## config.mk

```make
export PLATFORM = sky130hd
export DESIGN_NAME = lmdt_front
export DESIGN_NICKNAME = d
export VERILOG_FILES = /design/src/rtl/lmdt_pkg.sv /design/src/rtl/lmdt_front.sv
export SDC_FILE = /design/constraint.sdc
export NUM_CORES = 1
export LEC_CHECK = 0
export BUFFER_PORTS_ARGS = -buffer_cell sky130_fd_sc_hd__buf_2
export CAP_MARGIN = 10
export CORE_ASPECT_RATIO = 1.1
export CORE_MARGIN = 8
export CORE_UTILIZATION = 48
export CTS_BUF_LIST = sky130_fd_sc_hd__clkbuf_4 sky130_fd_sc_hd__clkbuf_8
export DETAILED_ROUTE_END_ITERATION = 7
export GPL_TIMING_DRIVEN = 0
export PLACE_DENSITY = 0.77
export SYNTH_ARGS = -nofsm -noshare
export SYNTH_HDL_FRONTEND = slang
export SYNTH_SLANG_ARGS = --single-unit
```

## constraint.sdc

```tcl
create_clock -name clock -period 1.6 [get_ports clock]
set_input_delay 0.16 -clock clock [delete_from_list [all_inputs] [get_ports clock]]
set_output_delay 0.16 -clock clock [all_outputs]
set_load 0.02 [all_outputs]
```

## src/rtl/lmdt_pkg.sv

```systemverilog
`timescale 1ns / 1ps
// ----------------------------------------------------------------------------
// lmdt_pkg
// Shared types and constants of the longest-match DFA tokenizer.
// ----------------------------------------------------------------------------
package lmdt_pkg;

   localparam int unsigned NUM_STATES      = 64;
   localparam int unsigned MAX_LOOKAHEAD   = 16;
   localparam int unsigned NUM_TOKEN_TYPES = 64;

   localparam int unsigned STATE_W   = 6;
   localparam int unsigned SYM_W     = 8;
   localparam int unsigned TYPE_W    = 6;
   localparam int unsigned LEN_W     = 5;
   localparam int unsigned POS_W     = 16;
   localparam int unsigned KIND_W    = 2;
   localparam int unsigned LA_IDX_W  = $clog2(MAX_LOOKAHEAD);
   localparam int unsigned TT_ADDR_W = STATE_W + SYM_W;
   localparam int unsigned TT_DEPTH  = NUM_STATES * (1 << SYM_W);
   localparam int unsigned CLR_W     = TT_ADDR_W + 1;
   localparam int unsigned CSR_ADDR_W = 2;

   localparam logic [KIND_W-1:0] KIND_CHAR = 2'd0;
   localparam logic [KIND_W-1:0] KIND_END  = 2'd1;
   localparam logic [KIND_W-1:0] KIND_EDGE = 2'd2;
   localparam logic [KIND_W-1:0] KIND_INFO = 2'd3;

   localparam logic [KIND_W-1:0] RES_TOKEN = 2'd0;
   localparam logic [KIND_W-1:0] RES_ERROR = 2'd1;
   localparam logic [KIND_W-1:0] RES_END   = 2'd2;

   localparam logic [CSR_ADDR_W-1:0] CSR_START_STATE = 2'd0;

   localparam logic [SYM_W-1:0] CH_NEWLINE = 8'h0A;
   localparam logic [SYM_W-1:0] CH_SPACE   = 8'h20;
   localparam logic [SYM_W-1:0] CH_TAB     = 8'h09;
   localparam logic [SYM_W-1:0] CH_CR      = 8'h0D;

   typedef enum logic [2:0] {
      OP_CHAR,
      OP_END,
      OP_EDGE,
      OP_INFO,
      OP_NOP
   } op_type;

   typedef struct packed {
      op_type              op;
      logic [SYM_W-1:0]    symbol;
      logic [STATE_W-1:0]  table_state;
      logic [STATE_W-1:0]  target_state;
      logic                edge_present;
      logic                accepting;
      logic [TYPE_W-1:0]   accepted_type;
   } item_type;

   typedef struct packed {
      logic [KIND_W-1:0]   result_kind;
      logic [TYPE_W-1:0]   token_type;
      logic [LEN_W-1:0]    token_length;
      logic [POS_W-1:0]    start_line;
      logic [POS_W-1:0]    start_column;
      logic [SYM_W-1:0]    bad_symbol;
      logic                last;
   } result_type;

   function automatic logic is_blank(input logic [SYM_W-1:0] c);
      return (c == CH_SPACE) || (c == CH_TAB) || (c == CH_CR) || (c == CH_NEWLINE);
   endfunction

   function automatic logic [POS_W-1:0] sat_inc(input logic [POS_W-1:0] v);
      return (v == {POS_W{1'b1}}) ? v : POS_W'(v + POS_W'(1));
   endfunction

endpackage

```

## src/rtl/lmdt_front.sv

```systemverilog
`timescale 1ns / 1ps
// ----------------------------------------------------------------------------
// lmdt_front
// Accepts input items, classifies them into operations and queues them.
// ----------------------------------------------------------------------------
module lmdt_front (
   input  logic              clock,
   input  logic              reset,
   input  logic              req_valid,
   output logic              req_ready,
   input  logic [1:0]        req_kind,
   input  logic [7:0]        req_symbol,
   input  logic [5:0]        req_table_state,
   input  logic [5:0]        req_target_state,
   input  logic              req_edge_present,
   input  logic              req_accepting,
   input  logic [5:0]        req_accepted_type,
   output logic              head_valid,
   output lmdt_pkg::item_type head,
   input  logic              pop
);

   lmdt_pkg::item_type q_ff [2];
   logic       wp_ff, wp_in, rp_ff, rp_in;
   logic [1:0] cnt_ff, cnt_in;
   lmdt_pkg::item_type item;
   logic       push, ts_ok, ty_ok;

   always_comb begin
      ts_ok = 32'(req_table_state) < lmdt_pkg::NUM_STATES;
      ty_ok = 32'(req_accepted_type) < lmdt_pkg::NUM_TOKEN_TYPES;
      item.symbol        = req_symbol;
      item.table_state   = req_table_state;
      item.target_state  = req_target_state;
      item.edge_present  = req_edge_present;
      item.accepting     = req_accepting;
      item.accepted_type = req_accepted_type;
      unique case (req_kind)
         lmdt_pkg::KIND_CHAR: item.op = lmdt_pkg::OP_CHAR;
         lmdt_pkg::KIND_END:  item.op = lmdt_pkg::OP_END;
         lmdt_pkg::KIND_EDGE: item.op = ts_ok ? lmdt_pkg::OP_EDGE : lmdt_pkg::OP_NOP;
         lmdt_pkg::KIND_INFO: item.op = (ts_ok && ty_ok) ? lmdt_pkg::OP_INFO
                                                          : lmdt_pkg::OP_NOP;
         default:             item.op = lmdt_pkg::OP_NOP;
      endcase
   end

   assign req_ready  = (cnt_ff != 2'd2);
   assign push       = req_valid && req_ready;
   assign head_valid = (cnt_ff != 2'd0);
   assign head       = q_ff[rp_ff];

   always_comb begin
      wp_in  = push ? ~wp_ff : wp_ff;
      rp_in  = pop ? ~rp_ff : rp_ff;
      cnt_in = 2'(cnt_ff + {1'b0, push} - {1'b0, pop});
   end

   always_ff @(posedge clock) begin
      if (push) begin
         q_ff[wp_ff] <= item;
      end
      if (reset) begin
         wp_ff  <= 1'b0;
         rp_ff  <= 1'b0;
         cnt_ff <= 2'd0;
      end else begin
         wp_ff  <= wp_in;
         rp_ff  <= rp_in;
         cnt_ff <= cnt_in;
      end
   end

endmodule

```

# [Word-level counts from Yosys, hierarchy flattened]
# Memories as Yosys holds them, arrays and structs flattened. A register that Yosys moved wholly into a read port is not among the register bits.
# Index checks and enable logic that the tools add are counted.
# Widths: inputs -> output; s select.
[word_totals] regBits=4 ram_bits=62 inputBits=34 output_inout_bits=33 elab_cells=20 n_memories=1
[classes] add_sub_neg=2 eq_ne=4 muxes=5 n_bitwise=2 n_reduce_logical=3
[mem_list] name="q_ff" depth=2 word_bits=31 read_ports=1 rd_clocked_by_memory_dff=1 wr=1 line_no="lmdt_front.sv:23" rtl="lmdt_pkg::item_type q_ff [2];"
[ops] operator="$pmux 3 s4" n=1
[ops] operator="$eq 2x2->1 const B" n=2
[ops] operator="$mux 1" n=4
[ops] operator="$add 2x1->2" n=1
[ops] operator="$eq 2x1->1 const B" n=1
[ops] operator="$logic_not 2->1" n=1
[ops] operator="$ne 2x2->1 const B" n=1
[ops] operator="$not 1->1" n=2
[ops] operator="$reduce_bool 2->1" n=1
[ops] operator="$sub 2x1->2" n=1
[ops] operator="$logic_and 1x1->1" n=1

# [Depth between registers and ports, before layout]
[depth] word_depth=4 mapped_depth=7 ltp_nobuf=7

# [Worst setup path before layout]
# No wires, ideal clock.
[synth_timing] kind="register -> register" from="register cnt_ff[0]" to="memory q_ff[0][0] in the netlist's numbering, enable pin" setup_ps=385 arrival_time_ps=1372 t_required_ps=1215 slack_ps=-157 stages_incl_launch_ff=4 path_buffers=0 period_less_slack_ps=1757 cell_sequence="dfxtp_1 nand2b_1 nand3b_1 inv_1"
[synth_via] elab_chain_cells=4
[synth_rtl] item="start, declared" line_no="lmdt_front.sv:25" rtl="logic [1:0] cnt_ff, cnt_in;"
[synth_rtl] item="start signal, assigned" line_no="lmdt_front.sv:70" rtl="cnt_ff <= cnt_in;"
[synth_rtl] item="$ne 2x2->1" line_no="lmdt_front.sv:48" rtl="assign req_ready = (cnt_ff != 2'd2);"
[synth_rtl] item="via req_ready" line_no="lmdt_front.sv:10" rtl="output logic req_ready,"
[synth_rtl] item="$logic_and 1x1->1" line_no="lmdt_front.sv:49" rtl="assign push = req_valid && req_ready;"
[synth_rtl] item="$mux 1" line_no="lmdt_front.sv:60" rtl="if (push) begin"
[synth_rtl] item="$mux 1 (not written as such)" line_no="lmdt_front.sv:61" rtl="q_ff[wp_ff] <= item;"
[synth_rtl] item="end, declared" line_no="lmdt_front.sv:23"
# The timed path passes the listed nets, and every way through them passes these cells.

# [Worst setup path after layout]
[layout_timing] from="register cnt_ff[0]" to="register cnt_ff[1]"
[layout_via] elab_chain_cells=4
[layout_rtl] item="$ne 2x2->1" line_no="lmdt_front.sv:48"
[layout_rtl] item="$logic_and 1x1->1" line_no="lmdt_front.sv:49"
[layout_rtl] item="$add 2x1->2 *" line_no="lmdt_front.sv:56" rtl="cnt_in = 2'(cnt_ff + {1'b0, push} - {1'b0, pop});"
[layout_rtl] item="$sub 2x1->2 *" line_no="lmdt_front.sv:56"
# Every way passes the cells marked *; elsewhere a longest branch is shown, timed or not.
# A chain may end at the register's enable or synchronous reset.

==> impl_metrics.json <==
{
  "status": "complete, no violations",
  "first_pass_iters": 4,
  "diodes": 0,
  "end_kind": "flip-flop",
  "antenna_left": 0,
  "post_dp_cell_area_um2": 2830,
  "fp.dieArea_um2": 7600,
  "cp-startpoint": "cnt_ff[0]$_SDFF_PP0_",
  "synth_nets": 160,
  "hp-class": "in2reg",
  "grt_pass1_vias": 1429,
  "max_freq_mhz": 641,
  "swShare_pct": 24.1,
  "area_growth_pct": 30.5,
  "reg2reg_to": "cnt_ff[1]$_SDFF_PP0_",
  "required_ns": 1.86,
  "crit_family": "simple AND/OR/NAND/NOR gates",
  "multi_input_area_um2": 513,
  "fillers": 374,
  "hpwl_um": 2950,
  "reg2reg_slack_ns": 0.04,
  "met3_usage_pct": 5.87,
  "wl_per_cell_um": 17.4,
  "antenna_found_initial": 0,
  "whs_ns": 0.0148,
  "p_int_uw": 3230,
  "grt.busiest_layer": "met2",
  "ys_warn_count": 0,
  "seq_power_share_pct": 48.7,
  "fin_nets": 242,
  "cp_slowest_cell": "or4b_4",
  "fin_crit_sh_pct": 97.5,
  "grt.overflow.total": 0,
  "cp_max_fo": 5,
  "fin_area_um2": 3170,
  "pwr-share-comb_pct": 16.6,
  "boundaryPins": 67,
  "grt_max_degree": 31,
  "core_um2": 4930,
  "gp_congestion": 0.659,
  "syn_avg_cell_area_um2": 19.5,
  "startpoint_type": "flip-flop",
  "vias_per_cell": 5.06,
  "seq_area_um2": 1910,
  "rows": 27,
  "vias": 1360,
  "clk_latency_ns": 0.33,
  "cts_tree": "built",
  "worst_path_largest_cell_delay_ns": 0.53,
  "grt_pass1_wl_um": 7180,
  "holdPathStages": 1,
  "crit_arrival_ns": 1.82,
  "grt_use_met1_pct": 14.5,
  "cap_violations": 0,
  "switching_power_uw": 1030,
  "clk_path_buf_depth": 2,
  "rsz0062_at_grt": "true",
  "clkPwrFrac_pct": 34.7,
  "p_leak_uw": 0.00121,
  "maxSlewViolCount": 0,
  "critPathKind": "reg2reg",
  "drive_gt1_share_pct": 55.0,
  "final-hold-violation-count": 0,
  "cts_root_buf": "clkbuf_8",
  "die_h_um": 90.7,
  "worstPathCellList": "nand2b_4 > nand2_1 > xnor2_1 > ha_2 > or4b_4 > nand4b_1",
  "skew_ns": 0.00931,
  "synth_cell_type_count": 25,
  "cts.clk_slew.worst_paths_ns": 0.07,
  "routed_wl_um": 4680,
  "initial_utilization_pct": 49.3,
  "setup_viol_count_final": 0,
  "clock-sinks": 65,
  "hold_end": "q_ff[1][8]$_DFFE_PP_",
  "ff2ff_path_depth": 6,
  "die_w_um": 83.9,
  "port_buffers": 63,
  "drc_errors": 0,
  "p_per_area_nw_per_um2": 1340,
  "hp-start": "req_target_state[0]",
  "grt_usage_pct": 12.3,
  "synth_area_um2": 2430,
  "r2r-start": "cnt_ff[0]$_SDFF_PP0_",
  "cts_buffers": 9,
  "use_met2_pct": 18.8,
  "htreeDepth": 3,
  "ys_ff_latch": 65,
  "fin_crit_ns": 1.56,
  "ys_seq_area_share_pct": 78.2,
  "dr.first_iter.drc_count": 70,
  "syn-instance-count": 125,
  "max-vdd-ir-drop_v": 0.000821,
  "path_buf_inv": 0
}
==> worst max path at each step <==
stage | slack, ns | to | depth (start not counted)
3_3_place_gp | -0.12 | q_ff[0][18]$_DFFE_PP_ | 3
4_1_cts | 0.01 | head[26] | 3
5_1_grt | -0.03 | cnt_ff[1]$_SDFF_PP0_ | 6
2_1_floorplan | 0.03 | cnt_ff[1]$_SDFF_PP0_ | 6
6_report | 0.04 | cnt_ff[1]$_SDFF_PP0_ | 6
3_5_place_dp | -0.17 | q_ff[0][17]$_DFFE_PP_ | 3
==> sequential cells by signal, indices dropped and copies added, names as in the netlist, named ones only <==
register / flops
cnt_ff: 2
q_ff: 60
rp_ff: 1
wp_ff: 1
==> routing by layer <==
metal | up-vias | wire [um]
li1 | 644 | -
met1 | 663 | 2050
met2 | 47 | 2270
met3 | 6 | 315
met4 | 0 | 48
met5 | - | 0
==> through the flow <==
stage / setup WS (ns) / total power, uW / utilization [%] / std cells / setup TNS [ns]
detailed placement: -0.168 / 2740 / 57.4 / 246 / -5.00
finish: 0.0397 / 4260 / 64.3 / 269 / 0
floorplan: 0.0296 / 2510 / - / 125 / 0
global route: -0.0283 / 4430 / 64.3 / 269 / -0.0283
CTS: 0.0104 / 4220 / 62.0 / 262 / 0
global placement: -0.117 / 2720 / 57.4 / 246 / -3.45
==> power by group through the flow <==
stage	Clock [uW]	Sequential (uW)	Combinational, uW
3_5_place_dp	0	2110	630
6_report	1480	2070	706
5_1_grt	1580	2090	761
3_3_place_gp	0	2100	616
2_1_floorplan	0	2090	415
4_1_cts	1490	2080	649
==> layout make-up <==
type	instances	area share [%]
Clock inverter	4	2.17
Timing Repair inverter	1	0.237
Clock buffer	11	4.38
Tap cell	58	2.29
Sequential cell	65	60.1
Buffer	6	1.54
Timing Repair Buffer	70	12.7
Multi-Input combinational cell	51	16.2
Inverter	3	0.473
==> cells by family (layout without fill, tap and decap cells) <==
group	Yosys count	after routing	share of synthesized area (%)
flip-flops	65	65	78.2
multiplexers	30	30	13.9
AND/OR/NAND/NOR	13	13	3.55
buffers and inverters	9	95	1.70
AO/OA/AOI/OAI	4	4	1.29
XOR/XNOR	2	2	0.720
adder cells (fa/ha/maj)	1	1	0.514
other	1	1	0.154
==> what timing repair did <==
action	CTS	global route
endpoints found under the hold margin	0	7
setup buffers	0	3
setup endpoints to repair	61	91
gates resized for setup	6	9
hold buffers	0	4
gates cloned	1	0
==> Yosys cell counts <==
master,count,area share [%]
a2111oi_0,1,0.36
a21bo_1,1,0.41
a21boi_1,1,0.31
a21oi_1,1,0.21
and3_2,1,0.31
buf_2,3,0.62
buf_4,1,0.31
clkbuf_1,2,0.31
conb_1,1,0.15
dfxtp_1,5,4.1
edfxtp_1,60,74
ha_1,1,0.51
inv_1,3,0.46
mux2_1,9,4.2
mux2_2,21,9.7
nand2_1,1,0.15
nand2b_1,2,0.51
nand3b_1,1,0.31
nand4b_1,2,0.72
nor2_1,2,0.31
nor2b_1,1,0.26
or2_2,1,0.26
or4_1,1,0.31
or4b_1,1,0.41
xnor2_1,2,0.72
==> layout by cell type (no fill, tap or decap), types with 2 or more instances in the layout <==
cell type / instances
mux2_1: 9
buf_12: 2
buf_2: 63
dfxtp_1: 2
inv_1: 2
buf_6: 3
clkbuf_8: 9
nand4b_1: 2
buf_4: 2
clkinvlp_4: 2
xnor2_1: 2
edfxtp_1: 60
bufinv_16: 2
dlygate4sd3_1: 4
dfxtp_2: 3
clkbuf_4: 2
nor2_1: 2
mux2_2: 21
clkbuf_1: 2
(Power assumes the default switching activity.)
